--- config.mk ---
export PLATFORM = sky130hd
export DESIGN_NAME = snr_noise_mem
export DESIGN_NICKNAME = d
export VERILOG_FILES = /design/src/sv/snr_pkg.sv /design/src/sv/snr_noise_mem.sv
export SDC_FILE = /design/constraint.sdc
export NUM_CORES = 2
export LEC_CHECK = 0
export ABC_AREA = 1
export ABC_CLOCK_PERIOD_IN_PS = 5800
export BUFFER_PORTS_ARGS = -buffer_cell sky130_fd_sc_hd__buf_2
export CORE_UTILIZATION = 51
export DETAILED_ROUTE_END_ITERATION = 12
export PLACE_DENSITY = 0.66
export SYNTH_ARGS = -nofsm -noshare
export SYNTH_HDL_FRONTEND = slang
export SYNTH_SLANG_ARGS = --single-unit
--- constraint.sdc ---
create_clock -name clock -period 5.8 [get_ports clock]
set_clock_uncertainty 0.05 [all_clocks]
set_input_delay 1.16 -clock clock [delete_from_list [all_inputs] [get_ports clock]]
set_output_delay 1.16 -clock clock [all_outputs]
set_load 0.01 [all_outputs]
--- src/sv/snr_pkg.sv ---
// shared types and constants of the spectral noise subtraction unit
package snr_pkg;

   // field widths
   localparam int CHANNEL_W   = 6;
   localparam int ENERGY_W    = 32;
   localparam int COEF_W      = 16;
   localparam int UPSCALE_W   = 5;
   localparam int FSHIFT_W    = 6;
   localparam int PROD_W      = ENERGY_W + COEF_W;
   localparam int ACC_W       = PROD_W + 1;
   localparam int CH_CODES    = 1 << CHANNEL_W;

   // configuration port
   localparam int CSR_INDEX_W = 3;
   localparam int CSR_DATA_W  = COEF_W;

   // register indexes
   localparam logic [CSR_INDEX_W-1:0] REG_EVEN_SMOOTHING = 3'd0;
   localparam logic [CSR_INDEX_W-1:0] REG_ODD_SMOOTHING  = 3'd1;
   localparam logic [CSR_INDEX_W-1:0] REG_EVEN_KEEP      = 3'd2;
   localparam logic [CSR_INDEX_W-1:0] REG_ODD_KEEP       = 3'd3;
   localparam logic [CSR_INDEX_W-1:0] REG_FLOOR_FRACTION = 3'd4;
   localparam logic [CSR_INDEX_W-1:0] REG_UPSCALE_SHIFT  = 3'd5;
   localparam logic [CSR_INDEX_W-1:0] REG_FRACTION_SHIFT = 3'd6;

   // reset value of the fraction shift
   localparam logic [FSHIFT_W-1:0] FSHIFT_RESET = 6'd14;

   // register file contents seen by the datapath
   typedef struct packed {
      logic [COEF_W-1:0]    even_smoothing;
      logic [COEF_W-1:0]    odd_smoothing;
      logic [COEF_W-1:0]    even_keep;
      logic [COEF_W-1:0]    odd_keep;
      logic [COEF_W-1:0]    floor_fraction;
      logic [UPSCALE_W-1:0] upscale_shift;
      logic [FSHIFT_W-1:0]  fraction_shift;
   } snr_cfg_type;

   // pipeline occupancy reported to the front end
   typedef struct packed {
      logic in_open;   // first stage can take a beat this cycle
      logic s1_valid;
      logic s2_valid;
      logic s2_write;  // second stage writes its estimate back this cycle
   } snr_status_type;

endpackage

--- src/sv/snr_noise_mem.sv ---
// noise estimate store: one write port, one registered read port
module snr_noise_mem
   import snr_pkg::*;
#(
   parameter int DEPTH  = 64,
   parameter int ADDR_W = 6
) (
   input  logic                clock,
   input  logic                rd_en,
   input  logic [ADDR_W-1:0]   rd_addr,
   output logic [ENERGY_W-1:0] rd_data,
   input  logic                wr_en,
   input  logic [ADDR_W-1:0]   wr_addr,
   input  logic [ENERGY_W-1:0] wr_data
);

   logic [ENERGY_W-1:0] mem [DEPTH];
   logic [ENERGY_W-1:0] rd_data_ff;

   // write port
   always_ff @(posedge clock) begin
      if (wr_en) begin
         mem[wr_addr] <= wr_data;
      end
   end

   // read port, data held until the next read
   always_ff @(posedge clock) begin
      if (rd_en) begin
         rd_data_ff <= mem[rd_addr];
      end
   end

   assign rd_data = rd_data_ff;

endmodule

==> results <==
- The flow ran to the end, and the final reports show no timing, DRC or antenna violations.
- Subtracting the final worst setup slack from the clock period gives roughly 3.7 ns.
- The worst setup path is launched from an input port.
- After detailed routing, the number of vias per cell comes to between 5 and 6.
- The initial antenna violation count is 11.
- Summing all multi-input logic gate instances after layout gives 18770 µm².
- The total overflow left after global routing is 0.
- For this run, the register share of the synthesized area comes to 0.7520.
- Including well taps, the total number of placed cells is 8715.
- The start point of the worst hold path is mem[10][24]$_DFFE_PP_.
- The worst ir drop on vdd is approximately 0.00027 V.
- The tree built by TritonCTS fans out to 2080 sinks.
- Setup repair after global routing left no endpoint under its margin.
- The reg-to-reg endpoint is rd_data[18]$_DFFE_PP_.
- For the final routed database, the setup TNS stands at 0 ns.
- The final critical-path setup slack is 2.117 ns.
- Relative to the synthesized area, the layout overhead comes to 10.75%.
- The netlist uses 15 different library cells.
- The top-level I/O count is 79.
- The synthesized design contains 2080 register bits.
- The post-CTS setup buffer count is 0.
- The die is 405.6 µm tall.
- The worst setup path is captured at a flop.
- The via count of the first global-routing pass is 51251.
- The startpoint identified for the worst register-to-register timing path is mem[63][18]$_DFFE_PP_.
- The top cell family by delay on the critical path is simple AND/OR/NAND/NOR gates.
- The HPWL after detailed placement is 122400 µm.
- The first routing iteration left 7129 violations.
- The path with the worst hold slack has its endpoint at rd_data[24]$_DFFE_PP_.
- The hold violation count in the final report came to 0.
- The total internal power is 23.91 mW.
- The depth of the CTS H-tree is 4.
- The CTS tree is done.
- The clock-pin slew reported for the worst setup and hold paths after clock tree synthesis is 0.06 ns.
- The number of non-filler instances in the completed layout is 9083.
- The switching power summed over all nets is 7.043 mW.
- The fraction of layout instances using a drive strength above 1 is 0.08049.
- The largest net degree at the start of global routing is 212.
- After detailed routing, the average wire length per cell comes to 25.54 µm.
- The total design power is between 30 and 40 mW.
- Based on the critical path, the design can be clocked at up to 271.5 MHz.
- The type of the worst setup path is in -> reg.
- The setup check on the worst reg-to-reg path leaves a slack of 4.02 ns.
- The net count reported at finish is roughly 6800.
- The library cells used most frequently in the layout, excluding fill and tap cells, are 2248 x sky130_fd_sc_hd__nand2_1, 2080 x sky130_fd_sc_hd__edfxtp_1, 1907 x sky130_fd_sc_hd__nand3_1, 204 x sky130_fd_sc_hd__clkbuf_16, 138 x sky130_fd_sc_hd__buf_4.
- The latest clock arrival within the worst-skew pair is 0.84 ns.
- The number of gates resized after CTS is 0.
- The sequential standard cell area is 62460 µm².
- The mean instance size in the synthesized netlist is around 12 µm².
- Across every metal layer, demand over resource in global routing totals 0.2812.
- For the worst setup path, the data required time is 6.35 ns.
- The ratio of final minimum period to clock period is 0.6350.
- The proportion of power drawn by the clock network is 0.398.
- The cell area after synthesis is 83060 µm².
- In this run the horizontal extent of the chip is 405.6 µm.
- The clock passes through at most 3 buffers.
- The delay contributed by the slowest stage of the critical path is 0.44 ns.
- The number of hold-repair buffers added at the cts stage is 0.
- The floorplan has 147 rows.
- The max-slew violation count is 0.
- Summing over every cut layer, the via total after detailed routing is 54066.
- The share of synthesized area in the top cell type comes to 0.7520.
- Along the worst path, the maximum fanout reaches 211.
- Data on the critical path arrives at its endpoint at ~4.2 ns.
- Clock tree synthesis inserted a total of 203 buffers.
- The cell count of the worst hold path is 8.
- Setup violations remaining at the end of the flow were counted as 0.
- The combinational share of power is 0.061.
- The combined buffer and inverter count along the critical path is 3.
- The initial core utilization is 0.5155.
- The most area-hungry cell type in the Yosys netlist is sky130_fd_sc_hd__edfxtp_1.
- The most common cell after layout, fill and taps aside is sky130_fd_sc_hd__nand2_1.
- The tightest min-delay check is of the reg -> reg type.
- The max-capacitance violation count is 0.
- The pin slew with the least headroom to its limit is 1.462 ns.
- The analysis attributes to cell leakage a power of approximately 32 nW.
- Yosys printed 0 warnings.
- The share of total power in sequential cells is 0.541.
- The signal on the critical path passes through buf_8 -> inv_16 -> buf_12 -> nand2_1 -> nand3_1 -> nand3_1 -> nand3_1 -> nand3_1 -> nand2_1 -> nand2_1 -> nand2_1.
- The hold slack is 0.8248 ns.
- The headroom to the max-slew limit is 0.02543.
- The count of nets left with antenna violations once routing finished came out at 0.
- On the critical path, the stage with the largest delay is an instance of sky130_fd_sc_hd__buf_12.
- The number of nets handed over by synthesis was 6816.
- Yosys attributes the largest share of cell area to sky130_fd_sc_hd__edfxtp_1 75%, sky130_fd_sc_hd__nand3_1 11%, sky130_fd_sc_hd__nand2_1 10%.
- The first-pass GRT wire length is 339300 µm.
- The core region area is 161100 µm².
- For this run, the detailed router's first-pass iteration total came to 5.
- In this run the clock root is driven by a sky130_fd_sc_hd__clkbuf_16.
- In the routed design, unresolved DRC markers number 0.
- The worst setup timing slack at the placement stage is 1.476 ns.
- The floorplan step defined a die boundary enclosing 164500 µm².
- Synthesis handed over a netlist of 6769 instances.
- In this run the power density over the cells is around 340 nW/µm².
- Of the total power, the share spent switching nets is 0.2275.
- After filler insertion, the fill cell instance count of the layout stands at 12891.
- The total wire length after detailed routing is 232000 µm.
- Buffers placed on the I/O ports in this run total roughly 80.
- Routability-driven placement finished with a final weighted congestion of 0.8507.
- The number of cell instances on the worst register-to-register path is 8.
==> metrics by stage <==
stage | area (µm²) | utilization
floorplan | 83060 | -
global placement | 85890 | 0.5331
global route | 91990 | 0.5709
finish | 91990 | 0.5709
detailed placement | 85890 | 0.5331
CTS | 91980 | 0.5709
==> cells in the mapped netlist <==
| cell | n |
|---|---|
| sky130_fd_sc_hd__nand2_1 | 2248 |
| sky130_fd_sc_hd__edfxtp_1 | 2080 |
| sky130_fd_sc_hd__nand3_1 | 1907 |
| sky130_fd_sc_hd__buf_2 | 282 |
| sky130_fd_sc_hd__clkbuf_1 | 77 |
| sky130_fd_sc_hd__nor2_1 | 56 |
| sky130_fd_sc_hd__buf_4 | 45 |
| sky130_fd_sc_hd__buf_1 | 40 |
| sky130_fd_sc_hd__inv_1 | 9 |
| sky130_fd_sc_hd__nand4_1 | 9 |
| sky130_fd_sc_hd__nor4_1 | 8 |
| sky130_fd_sc_hd__buf_6 | 3 |
| sky130_fd_sc_hd__buf_8 | 2 |
| sky130_fd_sc_hd__inv_2 | 2 |
| sky130_fd_sc_hd__inv_4 | 1 |
==> worst reg2reg max path: stages, from the launching register on <==
cell                       delay, ns
sky130_fd_sc_hd__edfxtp_1       0.36
sky130_fd_sc_hd__nand2_1        0.08
sky130_fd_sc_hd__nand3_1        0.09
sky130_fd_sc_hd__nand3_1        0.14
sky130_fd_sc_hd__nand3_1        0.09
sky130_fd_sc_hd__nand3_1        0.21
sky130_fd_sc_hd__nand2_1        0.08
sky130_fd_sc_hd__nand2_1        0.24
sky130_fd_sc_hd__nand2_1        0.17
==> area by class of cell <==
| class | count | area share |
|---|---|---|
| Timing Repair Buffer | 235 | 0.02036 |
| Inverter | 12 | 0.0008977 |
| Tap cell | 2160 | 0.02938 |
| Multi-Input combinational cell | 4228 | 0.2040 |
| Sequential cell | 2080 | 0.6790 |
| Antenna cell | 3 | 0.00008161 |
| Clock buffer | 256 | 0.05762 |
| Clock inverter | 109 | 0.008650 |
==> worst max-delay path by stage <==
stage | slack [ns] | start | end | cells past startpoint
after floorplan | 0.46 | wr_en | mem[48][0]$_DFFE_PP_ | 3
after global placement | 1.54 | wr_addr[1] | mem[0][6]$_DFFE_PP_ | 5
after detailed placement | 1.48 | wr_addr[0] | mem[0][11]$_DFFE_PP_ | 5
after CTS | 2.34 | wr_addr[1] | mem[0][10]$_DFFE_PP_ | 5
after global routing | 2.18 | rd_addr[0] | rd_data[8]$_DFFE_PP_ | 11
final | 2.12 | rd_addr[0] | rd_data[8]$_DFFE_PP_ | 11
==> flip-flops by register name (all words and copies together), names as in the netlist <==
register  flops
rd_data      32
mem        2048
==> power groups by stage <==
stage / Clock, mW / Combinational (mW) / Sequential (mW)
global placement: 0 / 1.84 / 17.0
finish: 12.3 / 1.89 / 16.7
CTS: 12.4 / 1.88 / 16.7
detailed placement: 0 / 1.87 / 17.0
floorplan: 0 / 1.02 / 17.0
global route: 13.0 / 2.03 / 16.7
==> per-layer routing <==
layer	vias to the layer above	share of wire	GRT usage
met5	-	0.00020	0
met4	6	0.038	0.1113
met1	26685	0.40	0.3887
met3	435	0.10	0.06187
met2	2785	0.46	0.4353
li1	24155	-	-
==> logic make-up after synthesis <==
kind of cell,count (synthesis),synth area share
buf+inv,461,0.02769
flops,2080,0.7520
simple gates,4228,0.2203
Note: power is estimated with default switching activity, not from simulation.
