File: config.mk
export PLATFORM = sky130hd
export DESIGN_NAME = snr_pipe
export DESIGN_NICKNAME = d
export VERILOG_FILES = /design/src/sv/snr_pkg.sv /design/src/sv/snr_pipe.sv
export SDC_FILE = /design/constraint.sdc
export NUM_CORES = 2
export LEC_CHECK = 0
export ABC_AREA = 1
export BUFFER_PORTS_ARGS = -buffer_cell sky130_fd_sc_hd__buf_2
export CORE_UTILIZATION = 60
export CTS_CLUSTER_SIZE = 10
export DETAILED_ROUTE_END_ITERATION = 8
export GPL_TIMING_DRIVEN = 0
export PLACE_DENSITY_LB_ADDON = 0.08
export SLEW_MARGIN = 20
export SYNTH_ARGS = -nofsm -noshare
export SYNTH_HDL_FRONTEND = slang
export SYNTH_SLANG_ARGS = --single-unit
File: constraint.sdc
create_clock -name clock -period 21.8 [get_ports clock]
set_input_delay 4.36 -clock clock [delete_from_list [all_inputs] [get_ports clock]]
set_output_delay 4.36 -clock clock [all_outputs]
set_load 0.01 [all_outputs]
File: src/sv/snr_pkg.sv
// shared types and constants of the spectral noise subtraction unit
package snr_pkg;

   // field widths
   localparam int CHANNEL_W   = 6;
   localparam int ENERGY_W    = 32;
   localparam int COEF_W      = 16;
   localparam int UPSCALE_W   = 5;
   localparam int FSHIFT_W    = 6;
   localparam int PROD_W      = ENERGY_W + COEF_W;
   localparam int ACC_W       = PROD_W + 1;
   localparam int CH_CODES    = 1 << CHANNEL_W;

   // configuration port
   localparam int CSR_INDEX_W = 3;
   localparam int CSR_DATA_W  = COEF_W;

   // register indexes
   localparam logic [CSR_INDEX_W-1:0] REG_EVEN_SMOOTHING = 3'd0;
   localparam logic [CSR_INDEX_W-1:0] REG_ODD_SMOOTHING  = 3'd1;
   localparam logic [CSR_INDEX_W-1:0] REG_EVEN_KEEP      = 3'd2;
   localparam logic [CSR_INDEX_W-1:0] REG_ODD_KEEP       = 3'd3;
   localparam logic [CSR_INDEX_W-1:0] REG_FLOOR_FRACTION = 3'd4;
   localparam logic [CSR_INDEX_W-1:0] REG_UPSCALE_SHIFT  = 3'd5;
   localparam logic [CSR_INDEX_W-1:0] REG_FRACTION_SHIFT = 3'd6;

   // reset value of the fraction shift
   localparam logic [FSHIFT_W-1:0] FSHIFT_RESET = 6'd14;

   // register file contents seen by the datapath
   typedef struct packed {
      logic [COEF_W-1:0]    even_smoothing;
      logic [COEF_W-1:0]    odd_smoothing;
      logic [COEF_W-1:0]    even_keep;
      logic [COEF_W-1:0]    odd_keep;
      logic [COEF_W-1:0]    floor_fraction;
      logic [UPSCALE_W-1:0] upscale_shift;
      logic [FSHIFT_W-1:0]  fraction_shift;
   } snr_cfg_type;

   // pipeline occupancy reported to the front end
   typedef struct packed {
      logic in_open;   // first stage can take a beat this cycle
      logic s1_valid;
      logic s2_valid;
      logic s2_write;  // second stage writes its estimate back this cycle
   } snr_status_type;

endpackage

File: src/sv/snr_pipe.sv
// estimate update and output arithmetic, three stages and an output register
module snr_pipe
   import snr_pkg::*;
#(
   parameter int SLOT_W = 6
) (
   input  logic                clock,
   input  logic                reset,
   input  snr_cfg_type         cfg,
   // accepted beat
   input  logic                accept,
   input  logic [SLOT_W-1:0]   in_slot,
   input  logic                in_odd,
   input  logic [ENERGY_W-1:0] in_energy,
   // estimate read at acceptance
   input  logic [ENERGY_W-1:0] rd_data,
   // write-back of the new estimate
   output logic [SLOT_W-1:0]   wb_slot,
   output logic [ENERGY_W-1:0] wb_data,
   // occupancy for the interlock
   output snr_status_type      status,
   output logic [SLOT_W-1:0]   s1_slot,
   // result channel
   input  logic                out_ready,
   output logic                out_valid,
   output logic [ENERGY_W-1:0] out_cleaned
);

   // stage valids and advance enables
   logic v1_ff, v1_in, v2_ff, v2_in, v3_ff, v3_in, vo_ff, vo_in;
   logic en1, en2, en3, eno;

   // first stage registers
   logic [SLOT_W-1:0]   slot1_ff;
   logic                odd1_ff;
   logic [ENERGY_W-1:0] energy1_ff;
   logic                byp_ff;
   logic [ENERGY_W-1:0] byp_data_ff;

   // second stage registers
   logic [SLOT_W-1:0]   slot2_ff;
   logic [ENERGY_W-1:0] scaled2_ff;
   logic [PROD_W-1:0]   psig2_ff, pnoise2_ff, pfloor2_ff;

   // third stage registers
   logic [ENERGY_W-1:0] scaled3_ff, noise3_ff, floor3_ff;

   // output register
   logic [ENERGY_W-1:0] cleaned_ff;

   // first stage arithmetic
   logic [COEF_W-1:0]   smooth1, keep1;
   logic [ENERGY_W-1:0] scaled1, old_noise1;
   logic [PROD_W-1:0]   psig1, pnoise1, pfloor1;

   // second stage arithmetic
   logic [ACC_W-1:0]    acc2;
   logic [ENERGY_W-1:0] noise2, floor2;

   // third stage arithmetic
   logic [ENERGY_W-1:0] diff3, sub3, cleaned3;

   // a stage moves when the one after it is empty or moving
   assign eno = !vo_ff || out_ready;
   assign en3 = !v3_ff || eno;
   assign en2 = !v2_ff || en3;
   assign en1 = !v1_ff || en2;

   assign v1_in = en1 ? accept : v1_ff;
   assign v2_in = en2 ? v1_ff : v2_ff;
   assign v3_in = en3 ? v2_ff : v3_ff;
   assign vo_in = eno ? v3_ff : vo_ff;

   always_ff @(posedge clock) begin
      if (reset) begin
         v1_ff <= 1'b0;
         v2_ff <= 1'b0;
         v3_ff <= 1'b0;
         vo_ff <= 1'b0;
      end else begin
         v1_ff <= v1_in;
         v2_ff <= v2_in;
         v3_ff <= v3_in;
         vo_ff <= vo_in;
      end
   end

   // capture the beat, and note a write-back to the same slot at the read edge
   always_ff @(posedge clock) begin
      if (accept) begin
         slot1_ff    <= in_slot;
         odd1_ff     <= in_odd;
         energy1_ff  <= in_energy;
         byp_ff      <= status.s2_write && (wb_slot == in_slot);
         byp_data_ff <= wb_data;
      end
   end

   // coefficient pair by parity, three products in parallel
   assign smooth1    = odd1_ff ? cfg.odd_smoothing : cfg.even_smoothing;
   assign keep1      = odd1_ff ? cfg.odd_keep : cfg.even_keep;
   assign scaled1    = energy1_ff << cfg.upscale_shift;
   assign old_noise1 = byp_ff ? byp_data_ff : rd_data;
   assign psig1      = {{COEF_W{1'b0}}, scaled1} * {{ENERGY_W{1'b0}}, smooth1};
   assign pnoise1    = {{COEF_W{1'b0}}, old_noise1} * {{ENERGY_W{1'b0}}, keep1};
   assign pfloor1    = {{COEF_W{1'b0}}, energy1_ff}
                     * {{ENERGY_W{1'b0}}, cfg.floor_fraction};

   always_ff @(posedge clock) begin
      if (en2) begin
         slot2_ff   <= slot1_ff;
         scaled2_ff <= scaled1;
         psig2_ff   <= psig1;
         pnoise2_ff <= pnoise1;
         pfloor2_ff <= pfloor1;
      end
   end

   // new estimate and floor, fraction removed
   assign acc2   = {1'b0, psig2_ff} + {1'b0, pnoise2_ff};
   assign noise2 = ENERGY_W'(acc2 >> cfg.fraction_shift);
   assign floor2 = ENERGY_W'(pfloor2_ff >> cfg.fraction_shift);

   always_ff @(posedge clock) begin
      if (en3) begin
         scaled3_ff <= scaled2_ff;
         noise3_ff  <= noise2;
         floor3_ff  <= floor2;
      end
   end

   // subtraction floored at zero, then the larger of it and the floor
   assign diff3    = (scaled3_ff > noise3_ff) ? scaled3_ff - noise3_ff : '0;
   assign sub3     = diff3 >> cfg.upscale_shift;
   assign cleaned3 = (sub3 > floor3_ff) ? sub3 : floor3_ff;

   always_ff @(posedge clock) begin
      if (eno) begin
         cleaned_ff <= cleaned3;
      end
   end

   // write-back and status
   assign wb_slot         = slot2_ff;
   assign wb_data         = noise2;
   assign status.in_open  = en1;
   assign status.s1_valid = v1_ff;
   assign status.s2_valid = v2_ff;
   assign status.s2_write = v2_ff && en3;
   assign s1_slot         = slot1_ff;

   assign out_valid   = vo_ff;
   assign out_cleaned = cleaned_ff;

endmodule
==> impl_metrics.py <==
metrics = {
    "synthesis": {
        "postSynth.asyncResetShare_pct": 0,
        "synth.avg_cell_area_um2": 7.579,
        "synth_seq_cells": 386,
        "synth-edff-count": 382,
        "synth_warnings": 0,
        "ys_types": 57,
        "syn_inst": 10167,
        "synth.cell_area_um2": 77060,
        "ys_seq_area_share_pct": 14.99,
        "ys.flop_type": "edfxtp_1",
        "syn_nets": 12061,
    },
    "floorplan": {
        "die_w_um": 360.4,
        "initial_utilization_pct": 60.43,
        "core_region_area_um2": 127500,
        "rows": 131,
        "io_pins": 247,
        "dieArea_um2": 129900,
        "die_y_um": 360.4,
    },
    "clock_tree": {
        "cts-resized-gates": 0,
        "clock_tree.buffer_depth": 3,
        "cts-root-buf": "clkbuf_16",
        "clk_pin_slew_ns": 0.05,
        "numCtsBuffers": 50,
        "cts.sinks": 386,
        "postCtsHoldBufs": 0,
        "clk_latency_ns": 0.67,
        "cts_tree": "built",
        "cts-htree-levels": 2,
        "post_cts_buffers": 0,
    },
    "timing": {
        "setup_violations": 0,
        "final.setup.worst_slack_ns": 9.236,
        "tightest_slew_ns": 1.187,
        "max_freq_mhz": 79.60,
        "rsz0062_at_grt": "false",
        "drv_slew": 0,
        "period_minus_slack_ns": 12.56,
        "slew_headroom_pct": 20.87,
        "post-route-period-util_pct": 57.63,
        "hold_viol": 0,
        "skew_ns": 0.05762,
        "tns_ns": 0,
    },
    "final_layout": {
        "multi_input_area_um2": 55690,
        "final_nets": 12362,
        "fillers": 11315,
        "final_util_pct": 64.32,
        "area_delta_synth_final_pct": 6.448,
        "drive_gt1_share_pct": 4.353,
        "final_cell_mix": "nand2_1 (2723), inv_1 (2127), fa_1 (1256)",
        "seqCellArea_um2": 11550,
        "mostFrequentLayoutCell": "nand2_1",
    },
    "placed_design": {
        "gp_congestion": 1.060,
        "io_buffer_count": 241,
        "dpl.hpwl_um": 239400,
        "pre_cts_ws_ns": 8.893,
    },
    "worst_setup_path": {
        "crit_path_end_kind": "flop",
        "reg2regPathDepth": 29,
        "criticalPathCategory": "in -> reg",
        "arrival_ns": 13.00,
        "cp-start-kind": "input port",
        "crit_required_ns": 22.23,
        "cpMaxStageDelayCell": "clkbuf_1",
        "cp_common_cell": "fa_1",
        "cp_max_fo": 10,
        "max_stage_delay_ns": 0.75,
    },
    "grt": {
        "grt_usage_pct": 43.46,
        "grt_pass1_wl_um": 423100,
        "grt_util_met1_pct": 56.09,
        "met3_usage_pct": 11.71,
        "busiest_layer": "met2",
        "use_met2_pct": 67.15,
        "grt_pass1_vias": 70885,
        "grt_start_max_net_pins": 110,
        "antenna_found_initial": 16,
        "grt.overflow.total": 0,
    },
    "drt": {
        "drtIter0Drc": 8338,
        "antenna_left": 0,
        "avgViaCountPerCell": 5.861,
        "drc": 0,
        "finalWirelength_um": 281900,
        "drtPass1Iterations": 9,
        "vias": 71305,
        "wl_per_cell_um": 23.17,
    },
    "min_path": {
        "hp-class": "reg -> reg",
        "hold_path_depth": 0,
    },
    "outcome": {
        "status": "finished, final reports clean",
    },
    "run": {
        "cap_violations": 0,
    },
}
[final timing paths]
| kind | startpoint | end | slack (ns) |
|---|---|---|---|
| setup / recovery | cfg[6] | psig2_ff[35] | 9.24 |
| hold / removal | scaled2_ff[31] | scaled3_ff[31] | 0.42 |
| setup reg to reg | odd1_ff | pnoise2_ff[35] | 11.95 |
| hold reg to reg | scaled2_ff[31] | scaled3_ff[31] | 0.42 |
[cell type report]
cell class | count | share of cell area, %
Clock inverter | 17 | 0.2044
Antenna cell | 7 | 0.02136
Tap cell | 1662 | 2.535
Inverter | 2152 | 9.863
Sequential cell | 386 | 14.08
Clock buffer | 65 | 1.594
Timing Repair Buffer | 249 | 1.638
Buffer | 442 | 2.160
Multi-Input combinational cell | 7187 | 67.90
[per-layer routing]
| metal | wire [µm] | up-vias | part of all wire [%] |
|---|---|---|---|
| met3 | 34410 | 880 | 12 |
| met5 | 55 | - | 0.020 |
| met4 | 17370 | 8 | 6.2 |
| met2 | 124500 | 4436 | 44 |
| met1 | 105600 | 34410 | 37 |
| li1 | - | 31571 | - |
[per-stage QoR]
stage	instances	hold slack, ns	instance area, µm²
6_report	12167	0.4215	82020
5_1_grt	12162	0.4207	82010
4_1_cts	12159	0.4211	81970
3_5_place_dp	12077	0.4072	80500
3_3_place_gp	12070	0.4047	80340
2_1_floorplan	10167	0.4003	77060
[critical path, delay by kind of cell]
family | cells | cell delay (ns)
fa+ha+maj | 7 | 3.50
buf+inv | 8 | 1.60
simple gates | 8 | 1.54
compound gates | 8 | 1.72
xor+xnor | 1 | 0.24
[synth_stat cells (5+ instances only)]
cell type	instances	share of area [%]
a21boi_0	5	0.049
a21o_1	8	0.078
a21oi_1	317	2.1
a31oi_1	64	0.52
a32o_1	12	0.16
and2_1	22	0.18
buf_1	54	0.26
buf_2	41	0.27
buf_4	5	0.049
clkbuf_1	338	1.6
clkinv_1	16	0.078
edfxtp_1	382	15
fa_1	1256	33
ha_1	472	7.7
inv_1	2130	10
inv_2	6	0.029
mux2i_1	26	0.34
nand2_1	2723	13
nand2_2	11	0.089
nand2_4	5	0.073
nand3_1	700	4.5
nand3_2	13	0.17
nand3b_1	12	0.12
nand4_1	57	0.46
nor2_1	744	3.6
nor2_2	11	0.089
nor2_4	12	0.18
nor3_1	40	0.26
nor4_1	12	0.097
o211ai_1	32	0.31
o21a_1	34	0.33
o21ai_0	321	2.1
o21ai_1	44	0.29
o21ai_2	6	0.068
o21bai_1	18	0.18
o221ai_1	9	0.10
or2_2	10	0.081
xnor2_1	78	0.89
xor2_1	81	0.92
[flip-flops by register name, summed over array words and instances (netlist names)]
register and flops:
pfloor2_ff 48, wb_slot 6, pnoise2_ff 48, out_valid 1
out_cleaned 32, s1_slot 6, psig2_ff 48, noise3_ff 32
energy1_ff 32, floor3_ff 32, scaled3_ff 32, v2_ff 1
byp_ff 1, scaled2_ff 32, v3_ff 1, byp_data_ff 32
v1_ff 1, odd1_ff 1
[cells by family (layout without fill, tap and decap cells)]
group,count (synthesis),in the layout,synth area share (%)
simple gates,4379,4379,23.29
mux,26,26,0.3377
other cells,0,7,0
compound gates,895,895,6.500
fa+ha+maj,1728,1728,40.30
buf+inv,2594,2925,12.78
flops,386,386,14.99
xor+xnor,159,159,1.807
Power is not shown: default switching activity piles up to over one toggle a cycle in this logic, so the estimate is an artifact.
